==> src/rtl/core/ftb_pkg.sv <==
// Package for the float texel to BGRA8 converter.
// Holds the request/result payload structs, the format codes and the pipeline structs.
// No dependencies.
package ftb_pkg;

    typedef enum logic [2:0] {
        FMT_BGRA8  = 3'd0,
        FMT_BGRX8  = 3'd1,
        FMT_RGBA_F32 = 3'd2,
        FMT_RGBA_F16 = 3'd3,
        FMT_R_F32  = 3'd4,
        FMT_RG_F16 = 3'd5
    } fmt_t;

    localparam int NUM_LANES = 4;
    localparam int LANE_R = 0;
    localparam int LANE_G = 1;
    localparam int LANE_B = 2;
    localparam int LANE_A = 3;

    typedef struct packed {
        logic [31:0] chan_red;
        logic [31:0] chan_green;
        logic [31:0] chan_blue;
        logic [31:0] chan_alpha;
        logic        pixel_last;
    } texel_t;

    typedef struct packed {
        logic [31:0] pixel_word;
        logic        has_alpha;
        logic        out_last;
    } result_t;

    // sideband that travels alongside the lanes
    typedef struct packed {
        logic        valid;
        fmt_t        fmt;
        logic        last;
        logic [31:0] raw;
    } meta_t;

    // lane stage one: product and classification
    typedef struct packed {
        logic        force_zero;
        logic        force_sat;
        logic [31:0] prod;
        logic [3:0]  e_off;
    } lane_s1_t;

endpackage

==> src/rtl/core/ftb_lane.sv <==
// One channel lane: half/float32 decode, multiply by 255, RNE to 24 bits, truncate, clamp.
// Two register stages. Depends on ftb_pkg.
module ftb_lane (
    input  logic        clk,
    input  logic [31:0] bits,
    input  logic        is_half,
    output logic [7:0]  chan_byte
);
    import ftb_pkg::*;

    logic        sign;
    logic        special;
    logic        is_zero;
    logic        mant_nz;
    logic [7:0]  expo;
    logic [23:0] sig;
    logic [7:0]  e_diff;
    lane_s1_t    s1_next;
    lane_s1_t    s1_reg;

    logic [23:0] q;
    logic        guard;
    logic        sticky;
    logic        round_up;
    logic [24:0] q_rnd;
    logic [4:0]  sh;
    logic [24:0] shifted;
    logic [7:0]  byte_next;
    logic [7:0]  byte_reg;

    always_comb
    begin
        if (is_half)
        begin
            sign    = bits[15];
            special = (bits[14:10] == 5'h1F);
            is_zero = (bits[14:10] == 5'h00);
            mant_nz = |bits[9:0];
            expo    = {3'b000, bits[14:10]} + 8'd112;
            sig     = {1'b1, bits[9:0], 13'b0};
        end
        else
        begin
            sign    = bits[31];
            special = (bits[30:23] == 8'hFF);
            is_zero = (bits[30:23] == 8'h00);
            mant_nz = |bits[22:0];
            expo    = bits[30:23];
            sig     = {1'b1, bits[22:0]};
        end
        e_diff = expo - 8'd119;

        s1_next.force_zero = sign || (special && mant_nz) || is_zero ||
                             (!special && (expo < 8'd119));
        s1_next.force_sat  = !special ? (expo >= 8'd135) : !mant_nz;
        s1_next.prod       = {sig, 8'b0} - {8'b0, sig};
        s1_next.e_off      = e_diff[3:0];
    end

    always_ff @(posedge clk)
    begin
        s1_reg <= s1_next;
    end

    always_comb
    begin
        if (s1_reg.prod[31])
        begin
            q      = s1_reg.prod[31:8];
            guard  = s1_reg.prod[7];
            sticky = |s1_reg.prod[6:0];
            sh     = 5'd23 - {1'b0, s1_reg.e_off};
        end
        else
        begin
            q      = s1_reg.prod[30:7];
            guard  = s1_reg.prod[6];
            sticky = |s1_reg.prod[5:0];
            sh     = 5'd24 - {1'b0, s1_reg.e_off};
        end
        round_up = guard && (sticky || q[0]);
        q_rnd    = {1'b0, q} + {24'b0, round_up};
        shifted  = q_rnd >> sh;

        if (s1_reg.force_zero)
            byte_next = 8'h00;
        else if (s1_reg.force_sat || (shifted > 25'd255))
            byte_next = 8'hFF;
        else
            byte_next = shifted[7:0];
    end

    always_ff @(posedge clk)
    begin
        byte_reg <= byte_next;
    end

    assign chan_byte = byte_reg;

endmodule

==> src/rtl/core/ftb_merge.sv <==
// Merge stage: packs lane bytes or the raw word into the A8R8G8B8 result per format.
// Registered output with a one-cycle strobe. Depends on ftb_pkg.
module ftb_merge (
    input  logic                                 clk,
    input  logic                                 rst_n,
    input  ftb_pkg::meta_t                       meta,
    input  logic [ftb_pkg::NUM_LANES-1:0][7:0]   lane_bytes,
    output logic                                 done,
    output ftb_pkg::result_t                     result
);
    import ftb_pkg::*;

    logic    done_reg;
    logic    done_next;
    result_t result_reg;
    result_t result_next;

    always_comb
    begin
        done_next              = meta.valid;
        result_next.out_last   = meta.last;
        result_next.pixel_word = 32'h0;
        result_next.has_alpha  = 1'b0;
        case (meta.fmt)
            FMT_BGRA8:
            begin
                result_next.pixel_word = meta.raw;
                result_next.has_alpha  = 1'b1;
            end
            FMT_BGRX8:
            begin
                result_next.pixel_word = meta.raw;
            end
            FMT_RGBA_F32, FMT_RGBA_F16:
            begin
                result_next.pixel_word = {lane_bytes[LANE_A], lane_bytes[LANE_R],
                                          lane_bytes[LANE_G], lane_bytes[LANE_B]};
                result_next.has_alpha  = 1'b1;
            end
            FMT_R_F32:
            begin
                result_next.pixel_word = {8'hFF, lane_bytes[LANE_R], 16'h0};
            end
            FMT_RG_F16:
            begin
                result_next.pixel_word = {8'hFF, lane_bytes[LANE_R],
                                          lane_bytes[LANE_G], 8'h00};
            end
            default:
            begin
                result_next.pixel_word = 32'h0;
            end
        endcase
    end

    always_ff @(posedge clk or negedge rst_n)
    begin
        if (!rst_n)
            done_reg <= 1'b0;
        else
            done_reg <= done_next;
    end

    always_ff @(posedge clk)
    begin
        result_reg <= result_next;
    end

    assign done   = done_reg;
    assign result = result_reg;

endmodule

==> src/rtl/core/float_texel_to_bgra8_converter.sv <==
// Float texel to BGRA8 converter, top level.
// A request passes meta1_reg, meta2_reg and merge done_reg; one request per cycle.
// Throughput is set by the four lanes, each a two-stage multiply/round pipeline.
// busy is held low; the receiver cannot stall, so results are never held back.
// Reset (rst_n, async low) clears the pipeline valids and sets fmt_reg to BGRA8.
// Depends on ftb_pkg, ftb_lane, ftb_merge.
module float_texel_to_bgra8_converter (
    input  logic              clk,
    input  logic              rst_n,
    input  logic              start,
    output logic              busy,
    input  ftb_pkg::texel_t   texel,
    input  logic              cfg_we,
    input  logic [2:0]        cfg_wdata,
    output logic              done,
    output ftb_pkg::result_t  result
);
    import ftb_pkg::*;

    fmt_t  fmt_reg;
    fmt_t  fmt_next;
    meta_t meta1_reg;
    meta_t meta1_next;
    meta_t meta2_reg;
    logic  is_half;
    logic  accept;
    logic [NUM_LANES-1:0][7:0]  lane_bytes;
    logic [NUM_LANES-1:0][31:0] lane_bits;

    assign busy   = 1'b0;
    assign accept = start && !busy;

    assign fmt_next = cfg_we ? fmt_t'(cfg_wdata) : fmt_reg;

    always_comb
    begin
        meta1_next.valid = accept;
        meta1_next.fmt   = fmt_reg;
        meta1_next.last  = texel.pixel_last;
        meta1_next.raw   = texel.chan_red;
    end

    always_ff @(posedge clk or negedge rst_n)
    begin
        if (!rst_n)
        begin
            fmt_reg   <= FMT_BGRA8;
            meta1_reg <= '0;
            meta2_reg <= '0;
        end
        else
        begin
            fmt_reg   <= fmt_next;
            meta1_reg <= meta1_next;
            meta2_reg <= meta1_reg;
        end
    end

    assign is_half = (fmt_reg == FMT_RGBA_F16) || (fmt_reg == FMT_RG_F16);

    assign lane_bits[LANE_R] = texel.chan_red;
    assign lane_bits[LANE_G] = texel.chan_green;
    assign lane_bits[LANE_B] = texel.chan_blue;
    assign lane_bits[LANE_A] = texel.chan_alpha;

    for (genvar i = 0; i < NUM_LANES; i++)
    begin : g_lane
        ftb_lane u_lane (
            .clk       (clk),
            .bits      (lane_bits[i]),
            .is_half   (is_half),
            .chan_byte (lane_bytes[i])
        );
    end

    ftb_merge u_merge (
        .clk        (clk),
        .rst_n      (rst_n),
        .meta       (meta2_reg),
        .lane_bytes (lane_bytes),
        .done       (done),
        .result     (result)
    );

    a_latency_fwd: assert property (@(posedge clk) disable iff (!rst_n)
        accept |=> ##2 done)
        else $error("request did not produce a result after three cycles");

    a_latency_bwd: assert property (@(posedge clk) disable iff (!rst_n)
        done |-> $past(meta1_reg.valid, 2))
        else $error("result without a matching request");

    a_alpha_flag: assert property (@(posedge clk) disable iff (!rst_n)
        done |-> (result.has_alpha == ((meta2_reg.fmt == FMT_BGRA8) ? 1'b1 :
            $past((meta2_reg.fmt == FMT_BGRA8) || (meta2_reg.fmt == FMT_RGBA_F32) ||
                  (meta2_reg.fmt == FMT_RGBA_F16), 1))))
        else $error("has_alpha disagrees with the request format");

    a_last_copy: assert property (@(posedge clk) disable iff (!rst_n)
        done |-> (result.out_last == $past(meta2_reg.last, 1)))
        else $error("out_last not carried with its request");

endmodule

==> config.mk <==
export PLATFORM = sky130hd
export DESIGN_NAME = float_texel_to_bgra8_converter
export DESIGN_NICKNAME = d
export VERILOG_FILES = /design/src/rtl/core/ftb_pkg.sv /design/src/rtl/core/ftb_lane.sv /design/src/rtl/core/ftb_merge.sv /design/src/rtl/core/float_texel_to_bgra8_converter.sv
export SDC_FILE = /design/constraint.sdc
export NUM_CORES = 1
export LEC_CHECK = 0
export ABC_CLOCK_PERIOD_IN_PS = 4740
export BUFFER_PORTS_ARGS = -buffer_cell sky130_fd_sc_hd__buf_4
export CORE_MARGIN = 5
export CORE_UTILIZATION = 57
export CTS_CLUSTER_DIAMETER = 120
export DETAILED_ROUTE_END_ITERATION = 8
export GPL_TIMING_DRIVEN = 0
export PLACE_DENSITY = 0.8
export REMOVE_ABC_BUFFERS = 1
export SETUP_SLACK_MARGIN = 0.02
export SYNTH_ARGS = -nofsm -noshare
export SYNTH_HDL_FRONTEND = slang
export SYNTH_HIERARCHICAL = 1
export SYNTH_SLANG_ARGS = --single-unit
==> constraint.sdc <==
create_clock -name clk -period 4.74 [get_ports clk]
set_input_delay 0.948 -clock clk [delete_from_list [all_inputs] [get_ports clk]]
set_output_delay 0.948 -clock clk [all_outputs]
set_load 0.005 [all_outputs]
# Word level (Yosys, flattened, before mapping)
# Index checks and enable logic that the tools add are counted.
[classes] muxes=50 add_sub_neg=24 shift=4 eq_ne=15 n_reduce_logical=69 order_cmp=12
[op_table] op="one-hot mux 32 bit (4 select lines)" count=1
[op_table] op="subtractor 32 x 24 -> 32 bit" count=4
[op_table] op="adder 24 x 1 -> 25 bit" count=4
[op_table] op="> comparator 25 x 8 -> 1 bit (second input constant)" count=4
[op_table] op="right shift 25 x 5 -> 25 bit" count=4
[op_table] op="two-way mux 24 bit" count=4
[op_table] op="two-way mux 23 bit" count=4
[op_table] op="OR reduction 23 bit" count=4
[op_table] op="two-way mux 8 bit" count=8
[op_table] op="OR reduction 10 bit" count=4
[op_table] op="subtractor 5 x 4 -> 5 bit (first input constant)" count=8
[op_table] op="adder 5 x 7 -> 8 bit (second input constant)" count=4
[op_table] op="equality test 8 bit (second input constant)" count=4
[op_table] op="greater-or-equal comparator 8 bit (second input constant)" count=4
[op_table] op="zero test 8 bit" count=4
[op_table] op="< comparator 8 x 7 -> 1 bit (second input constant)" count=4
[op_table] op="two-way mux 1 bit" count=29
[op_table] op="OR reduction 7 bit" count=4
[op_table] op="OR reduction 6 bit" count=4
[op_table] op="logical OR 1 bit" count=21
[op_table] op="equality test 5 bit (second input constant)" count=4
[op_table] op="zero test 5 bit" count=4
[op_table] op="two-way mux 5 bit" count=4
[op_table] op="subtractor 4 x 3 -> 4 bit (second input constant)" count=4
[op_table] op="other kinds (8)" count=31
[totals] reg_bits=296 word_cells=207

# Logic depth before layout (Yosys ltp)
# Gate-level depths: netlist of run 1.
[logic_depth] ltp_word=9 depth_mapped=21 ltp_nobuf=16

# Hierarchy
# Netlist of run 1, hierarchy kept.
[modules_own_cells] mod="ftb_lane" area_per_inst_um2=5838.1 seq_area_each_um2=920.9 n_inst=4 cells_each=819
[modules_own_cells] mod="float_texel_to_bgra8_converter" area_per_inst_um2=1986.9 seq_area_each_um2=1926.8 n_inst=1 cells_each=84
[modules_own_cells] mod="ftb_merge" area_per_inst_um2=1427.6 seq_area_each_um2=705.7 n_inst=1 cells_each=147

# Least setup slack after synthesis of run 1
# No wires, ideal clock.
[synth_path] kind="register to register" from="register g_lane[0].u_lane/s1_reg[35] (netlist bit)" to="register g_lane[0].u_lane.byte_reg[1]" synth_period_minus_slack_ps=5016 setup_ps=135 required_time_ps=4605 slack_ps=-276 path_stages_with_launch=21 t_arrival_ps=4880 cell_sequence="dfxtp_1 > buf_2 > buf_2 > buf_1 > buf_2 > buf_1 > mux2i_1 > nor2b_1 > ha_1 > clkbuf_1 > nand3_1 > nor4_4 > nand4_4 > xnor2_2 > mux2i_1 > a221o_1 > a211o_1 > a2111oi_2 > o211ai_2 > o21ai_4 > o311ai_1"
[synth_via] elab_chain_cells=8 elab_cells_between_ends=11
[synth_lines] element="start: declaration" line_no="ftb_lane.sv:19" source="lane_s1_t s1_reg;"
[synth_lines] element="start signal: assignment" line_no="ftb_lane.sv:62" source="s1_reg <= s1_next;"
[synth_lines] element="two-way mux 1 bit / two-way mux 24 bit (equally long branches)" line_no="ftb_lane.sv:67" source="if (s1_reg.prod[31])"
[synth_lines] element="logical OR 1 bit" line_no="ftb_lane.sv:81" source="round_up = guard && (sticky || q[0]);"
[synth_lines] element="logical AND 1 bit" line_no="ftb_lane.sv:81"
[synth_lines] element="adder 24 x 1 -> 25 bit" line_no="ftb_lane.sv:82" source="q_rnd = {1'b0, q} + {24'b0, round_up};"
[synth_lines] element="right shift 25 x 5 -> 25 bit *" line_no="ftb_lane.sv:83" source="shifted = q_rnd >> sh;"
[synth_lines] element="> comparator 25 x 8 -> 1 bit" line_no="ftb_lane.sv:87" source="else if (s1_reg.force_sat || (shifted > 25'd255))"
[synth_lines] element="logical OR 1 bit" line_no="ftb_lane.sv:87"
[synth_lines] element="two-way mux 8 bit *" line_no="ftb_lane.sv:87"
[synth_lines] element="end signal: assignment" line_no="ftb_lane.sv:95" source="byte_reg <= byte_next;"
[synth_lines] element="end: declaration" line_no="ftb_lane.sv:29" source="logic [7:0] byte_reg;"
# Every way passes the cells marked *; elsewhere a longest branch is shown, timed or not.
# A chain may end at the register's enable or synchronous reset.

# Worst setup path after layout of run 1
[layout_path] from="register g_lane[1].u_lane/s1_reg[35] (netlist bit)" to="register g_lane[1].u_lane.byte_reg[0]"
[layout_via] elab_chain_cells=8 elab_cells_between_ends=11
[layout_lines] element="start: declaration" line_no="ftb_lane.sv:19"
[layout_lines] element="start signal: assignment" line_no="ftb_lane.sv:62"
[layout_lines] element="two-way mux 1 bit / two-way mux 24 bit (equally long branches)" line_no="ftb_lane.sv:67"
[layout_lines] element="logical OR 1 bit" line_no="ftb_lane.sv:81"
[layout_lines] element="logical AND 1 bit" line_no="ftb_lane.sv:81"
[layout_lines] element="adder 24 x 1 -> 25 bit" line_no="ftb_lane.sv:82"
[layout_lines] element="right shift 25 x 5 -> 25 bit *" line_no="ftb_lane.sv:83"
[layout_lines] element="> comparator 25 x 8 -> 1 bit" line_no="ftb_lane.sv:87"
[layout_lines] element="logical OR 1 bit" line_no="ftb_lane.sv:87"
[layout_lines] element="two-way mux 8 bit *" line_no="ftb_lane.sv:87"
[layout_lines] element="end signal: assignment" line_no="ftb_lane.sv:95"
[layout_lines] element="end: declaration" line_no="ftb_lane.sv:29"
# Marked as above.

==> impl_metrics.toml, run 1 <==
[grt]
antenna_found_initial = 1
grt_overflow_total = 0
grt_pass1_vias = 25100
track_usage = 0.300
grt_pass1_wl_mm = 129
grt_max_degree = 83

[cts]
cts_buffers = 34
ctsLongestPathBuffers = 3
cts_tree = "done"
clk_latency_ps = 560
clk_pin_slew_ps = 60
cts-root-buf = "clkbuf_16"
h-tree-depth = 2
clock-sinks = 296

[sta]
worst_pin_slew_ps = 1050
min_period_over_period = 0.946
rsz0062_at_grt = "false"
maxSlewHeadroom = 0.302
skew_ps = 19.0
whs_ps = 347
drv_slew = 0
setup-violations-final = 0
fmax_mhz = 223
final_hold_viol_count = 0
layout_min_cycle_time_ps = 4490
tns_ps = 0

[cells_and_area]
final_util = 0.638
largest_reg_flops = 152
fillerInstances = 4070
layout.nets = 3745
final_cells = 4167
layout-drive-gt1-share = 0.129
syn2layout_area_growth_pct = 10.8

[logic_synthesis]
yosys_warnings = 6
synth_cells = 3507
ys_dominant_reg_cell = "dfxtp_1"
ys_types = 92
synthArstFlopShare = 0.264
ys_seq_area_frac = 0.236
synth_edf_count = 0
syn_area_per_cell_sq_um = 7.63
synth_seq_cells = 296
netlist_area_sq_mm = 0.0268

[floorplanning]
die-area_sq_mm = 0.0514
die_w_microns = 227
die_h_microns = 227
rows = 79
ios = 172
start_util = 0.576
coreArea_sq_mm = 0.0465

[critical_path]
critPathLaunch = "g_lane[1].u_lane/s1_reg[35]$_DFF_P_"
cp.required_ps = 5200
endpoint_kind = "flop"
path_class = "reg -> reg"
critPathMaxFanout = 30
rrSetupSlack_ps = 250
rr_worst_depth = 16
regToRegStartpoint = "g_lane[1].u_lane/s1_reg[35]$_DFF_P_"
worstPathArrival_ps = 4940
r2r_end = "g_lane[1].u_lane/chan_byte[0]$_SDFF_PP0_"
start_kind = "flop"
critPathCapture = "g_lane[1].u_lane/chan_byte[0]$_SDFF_PP0_"

[pwr]
pwr_density_cell_mw_per_mm2 = 465
p_clk_frac = 0.202
swShare = 0.454
total_power_mw = 13.8
vdd_ir_drop_max_mv = 0.399
total_leakage_power_nw = 12.6
p_seq_frac = 0.300
intPower_mw = 7.54
p_sw_mw = 6.25
combPwrFrac = 0.498

[place]
portBuffers = 170
place.gp.congestion = 0.981
dp_cells = 4090
post-dp-hpwl_mm = 60.2

[detailed_routing]
first_iter_violations = 3227
viasPerCell = 6.55
dr.pass1.iters = 7
route.detailed.wl_per_inst_microns = 19.5
via_count = 27300
antenna_left = 0
drc = 0
drt_wl_total_mm = 81.4

[worst_hold_path]
hold_path.class = "reg -> reg"
holdPathStages = 0

[status]
status = "completed"

[run]
cap_violations = 0
per-stage QoR:
step / setup WS, ps / cell area, sq um
after floorplan: -2030 / 25800
after global placement: -4400 / 27900
after detailed placement: -434 / 28200
after CTS: 25.5 / 29500
after global routing: 22.3 / 29700
final: 255 / 29700
layer usage:
metal | track usage | part of all wire
met1 | 0.404 | 0.41
met2 | 0.477 | 0.45
met3 | 0.0476 | 0.092
met4 | 0.134 | 0.046
met5 | 0 | 0
how the worst min path moves through the flow:
stage | to | slack [ps] | startpoint
after global routing | meta2_reg[33]$_DFF_PN0_ | 350 | meta1_reg[33]$_DFF_PN0_
after CTS | meta2_reg[28]$_DFF_PN0_ | 340 | meta1_reg[28]$_DFF_PN0_
after detailed placement | meta2_reg[10]$_DFF_PN0_ | 330 | meta1_reg[10]$_DFF_PN0_
after floorplan | u_merge/result[0]$_DFF_P_ | 320 | meta2_reg[32]$_DFF_PN0_
after global placement | u_merge/result[0]$_DFF_P_ | 330 | meta2_reg[32]$_DFF_PN0_
final | meta2_reg[32]$_DFF_PN0_ | 350 | meta1_reg[32]$_DFF_PN0_
cell usage after synthesis, types with 16 or more instances:
cell | instances | area, sq um
o211ai_1 | 40 | 300
o21bai_1 | 16 | 120
nor3_1 | 100 | 500
nand2_1 | 399 | 1500
o21ai_0 | 194 | 971
xor2_1 | 78 | 683
nand4_1 | 56 | 350
o31ai_1 | 20 | 150
buf_1 | 20 | 75.1
nor2_1 | 329 | 1230
ha_1 | 76 | 951
nor4_1 | 48 | 300
mux2i_1 | 207 | 2070
or4_1 | 16 | 120
o22ai_1 | 28 | 175
nor2b_1 | 44 | 275
a211o_1 | 28 | 245
a211oi_1 | 28 | 210
and2_1 | 41 | 257
a21oi_1 | 189 | 946
dfrtp_1 | 78 | 1950
a2111oi_0 | 20 | 175
o21ai_1 | 33 | 165
clkbuf_1 | 146 | 548
buf_2 | 30 | 150
a311oi_1 | 28 | 245
mux2_2 | 51 | 574
or3_1 | 20 | 125
a21boi_0 | 20 | 150
inv_1 | 125 | 469
a31oi_1 | 40 | 250
nand3_1 | 116 | 581
nand2b_1 | 68 | 425
o21a_1 | 28 | 210
xnor2_1 | 128 | 1120
and3_1 | 56 | 350
dfxtp_1 | 218 | 4360
power groups by stage:
stage / clock (mW) / sequential (mW) / combinational (mW)
global placement: 0 / 4.12 / 6.43
detailed placement: 0 / 4.14 / 6.57
CTS: 2.85 / 4.09 / 6.65
global route: 2.96 / 4.23 / 7.48
finish: 2.79 / 4.14 / 6.86
floorplan: 0 / 3.80 / 5.00
cells by family after synthesis:
kind of cell	Yosys count	synth area share
buffers and inverters	342	0.0534
AOI/OAI and AO/OA	921	0.237
xor gates and xnor gates	210	0.0698
and+or+nand+nor	1399	0.266
other	1	0.000140
adders and majority gates	76	0.0355
muxes	262	0.102
DFF	296	0.236
layout by cell type, fill, tap and decap left out, types with 14 or more instances in the layout:
cell type,Yosys,routed
nor2b_1,44,44
xnor2_1,128,124
a2111oi_0,20,14
and3_1,56,56
o211ai_1,40,40
or3_1,20,20
nor4_4,12,16
a31oi_1,40,40
o21ai_0,194,194
a21oi_1,189,189
and2_1,41,41
o21ai_1,33,33
dfrtp_1,78,76
o21a_1,28,28
mux2i_1,207,205
a211o_1,28,28
nand4_1,56,56
nor4_1,48,48
a211oi_1,28,27
dfxtp_1,218,210
o31ai_1,20,20
o21bai_1,16,16
a21boi_0,20,20
or4_1,16,16
xor2_1,78,74
buf_4,3,184
nand2b_1,68,68
o22ai_1,28,28
nor3_1,100,100
nor2_1,329,329
mux2_2,51,51
clkbuf_16,0,35
a311oi_1,28,28
ha_1,76,76
inv_1,125,125
nand3_1,116,116
nand2_1,399,399
critical path: stages (launching register included):
cell	delay [ps]
dfxtp_4	490
buf_12	240
mux2i_1	100
nor2b_1	120
ha_1	300
nand3_1	190
nor4_4	440
buf_4	230
nand3_1	90
xor2_1	170
a211oi_1	670
nand2_1	110
a211oi_1	430
nor2_1	80
o2111ai_1	420
nor2_1	70
a311oi_1	240
area by class of cell:
class	count	area, sq um	area share
inverter	129	484	0.0163
tap	607	759	0.0256
timing repair buffer	201	1670	0.0563
antenna	1	2.50	0.0000844
multi-input combinational	2871	19200	0.648
clock buffer	42	931	0.0314
sequential	296	6340	0.214
clock inverter	20	265	0.00894
what timing repair did:
| action | in CTS | in global routing |
|---|---|---|
| pin swaps | 5 | 5 |
| setup buffers | 6 | 5 |
| hold buffers | 0 | 0 |
| hold endpoints to repair | 0 | 0 |
| gates cloned | 2 | 1 |
| setup endpoints to repair | 45 | 52 |
| resized for setup | 13 | 17 |
Power figures use the tool's default switching activity.
==> run 2, diff against run 1 <==
- ABC_CLOCK_PERIOD_IN_PS: 4740 -> 4900
- CORE_UTILIZATION: 57 -> 63
- PLACE_DENSITY: 0.8 -> 0.83
- RECOVER_POWER: default -> 50
- clock period: 4.74 -> 4.9 ns (I/O delays scaled with it)
==> run 2 against run 1 <==
Compared with the run above:
- die area is 9.1% lower
- register-to-register slack hardly changed
- worst setup slack lost 9.6 ps
- maximum frequency is 3.6% lower
- critical path depth is 4 lower
- core utilization rose by 5.9 points
- sequential power decreased by 4%
- clock power fell by 14%
- the flow now finishes with violations (capacitance limit, slew limit)
==> impl_metrics.toml, run 2 (synthesis gave the netlist of run 1 again) <==
[pwr]
total_power_mw = 13.0
total_leakage_power_nw = 12.4
pwr_density_cell_mw_per_mm2 = 446
vdd_ir_drop_max_mv = 0.317

[detailed_routing]
first_iter_violations = 3533
viasPerCell = 6.77
antenna_left = 0
via_count = 27600
drt_wl_total_mm = 82.2
drc = 0
route.detailed.wl_per_inst_microns = 20.1
dr.pass1.iters = 6

[grt]
grt_pass1_wl_mm = 132
grt_overflow_total = 0
grt_pass1_vias = 26000
grt_max_degree = 83
track_usage = 0.330
antenna_found_initial = 1

[place]
post-dp-hpwl_mm = 61.8
place.gp.congestion = 1.00
portBuffers = 170
dp_cells = 4021

[cts]
cts_buffers = 30
clock-sinks = 296
ctsLongestPathBuffers = 3
cts-root-buf = "clkbuf_16"
hold_buffers = 0
clk_latency_ps = 580
cts_tree = "done"
clk_pin_slew_ps = 70
h-tree-depth = 1

[critical_path]
regToRegStartpoint = "g_lane[0].u_lane/s1_reg[35]$_DFF_P_"
path_class = "reg -> reg"
rr_worst_depth = 12
critPathMaxStageDelay_ps = 700
start_kind = "flop"
path_buf_inv = 1
critPathMaxFanout = 34
r2r_end = "g_lane[0].u_lane/chan_byte[1]$_SDFF_PP0_"
endpoint_kind = "flop"
critPathLaunch = "g_lane[0].u_lane/s1_reg[35]$_DFF_P_"
rrSetupSlack_ps = 250
critical-path-top-delay-family = "compound AO/OA/AOI/OAI gates"
timing.critical_path.mode_cell = "mux2i_1"
cp.required_ps = 5330
crit_path_cell_trace = "buf_12 -> mux2i_1 -> nor4_4 -> nand4_1 -> xor2_1 -> mux2i_1 -> a221o_1 -> a211o_1 -> a2111oi_2 -> o211ai_2 -> o21ai_4 -> o311ai_1"
crit_slowest_cell = "nor4_4"
worstPathArrival_ps = 5080

[worst_hold_path]
hold_path.class = "reg -> reg"
hp-start = "meta1_reg[34]$_DFF_PN0_"
holdPathStages = 0
hold_path_end = "meta2_reg[34]$_DFF_PN0_"

[sta]
tns_ps = 0
drv_slew = 123
maxSlewHeadroom = -0.317
final_hold_viol_count = 0
worst_pin_slew_ps = 1980
layout_min_cycle_time_ps = 4650
whs_ps = 344
setup-violations-final = 0
rsz0062_at_grt = "false"
min_period_over_period = 0.950
skew_ps = 10.9
fmax_mhz = 215

[floorplanning]
die_w_microns = 216
die_h_microns = 216
coreArea_sq_mm = 0.0419
start_util = 0.638
ios = 172
rows = 75
die-area_sq_mm = 0.0467

[run]
cap_violations = 2

[cells_and_area]
mostFrequentLayoutCells = "399 x nand2_1, 329 x nor2_1, 210 x dfxtp_1"
seqCellArea_sq_mm = 0.00634
fillerInstances = 3353
layout-drive-gt1-share = 0.117
layout.nets = 3734
syn2layout_area_growth_pct = 9.26
final_common_cell = "nand2_1"
multi_input_area_sq_mm = 0.0192
largest_reg_flops = 152
final_cells = 4085
diodes = 0
final_util = 0.697

[status]
status = "finished with violations"
violations = "capacitance limit, slew limit"
## run 2: final cells by class
class / count / area share
Multi-Input combinational cell: 2871 / 0.657
Tap cell: 539 / 0.0231
Clock buffer: 34 / 0.0284
Sequential cell: 296 / 0.217
Clock inverter: 22 / 0.00787
Inverter: 129 / 0.0166
Timing Repair Buffer: 194 / 0.0505
## run 2: power breakdown
group / internal (mW) / switching, mW / leakage, nW
Clock: 1.40 / 0.997 / 0.520
Combinational: 2.63 / 4.04 / 9.09
Sequential: 3.01 / 0.965 / 2.74
Total: 7.03 / 6.00 / 12.4
## run 2: worst max path at each step
| stage | depth (start not counted) | endpoint | slack (ps) |
|---|---|---|---|
| final | 12 | g_lane[0].u_lane/chan_byte[1]$_SDFF_PP0_ | 250 |
| after global routing | 15 | g_lane[3].u_lane/chan_byte[6]$_SDFF_PP0_ | 20 |
| after CTS | 16 | g_lane[3].u_lane/s1_reg[32]$_DFF_P_ | 70 |
| after detailed placement | 12 | g_lane[0].u_lane/chan_byte[1]$_SDFF_PP0_ | -210 |
| after global placement | 14 | g_lane[1].u_lane/s1_reg[33]$_DFF_P_ | -4060 |
| after floorplan | 15 | g_lane[0].u_lane/s1_reg[31]$_DFF_P_ | -1870 |
## run 2: metrics by stage
stage	setup slack, ps	area, sq um
6_report	245	29200
5_1_grt	20.1	29200
4_1_cts	65.9	29300
3_5_place_dp	-206	28100
3_3_place_gp	-4060	27800
2_1_floorplan	-1870	25800
## run 2: per-layer routing
metal  vias to the layer above  share of wire  wire, microns  global-route usage
li1                      12900              -              -                   -
met1                     12800           0.40          32600               0.422
met2                      1632           0.47          38400               0.553
met3                       347          0.088           7200              0.0505
met4                         2          0.048           3930               0.146
met5                         -        0.00013             11                   0
## run 2: what timing repair did
| action | in CTS | in global routing |
|---|---|---|
| hold endpoints to repair | 0 | 0 |
| setup buffers | 6 | 0 |
| pin swaps | 5 | 3 |
| gates resized for setup | 6 | 23 |
| gates cloned | 1 | 1 |
| endpoints found under the setup margin | 40 | 53 |
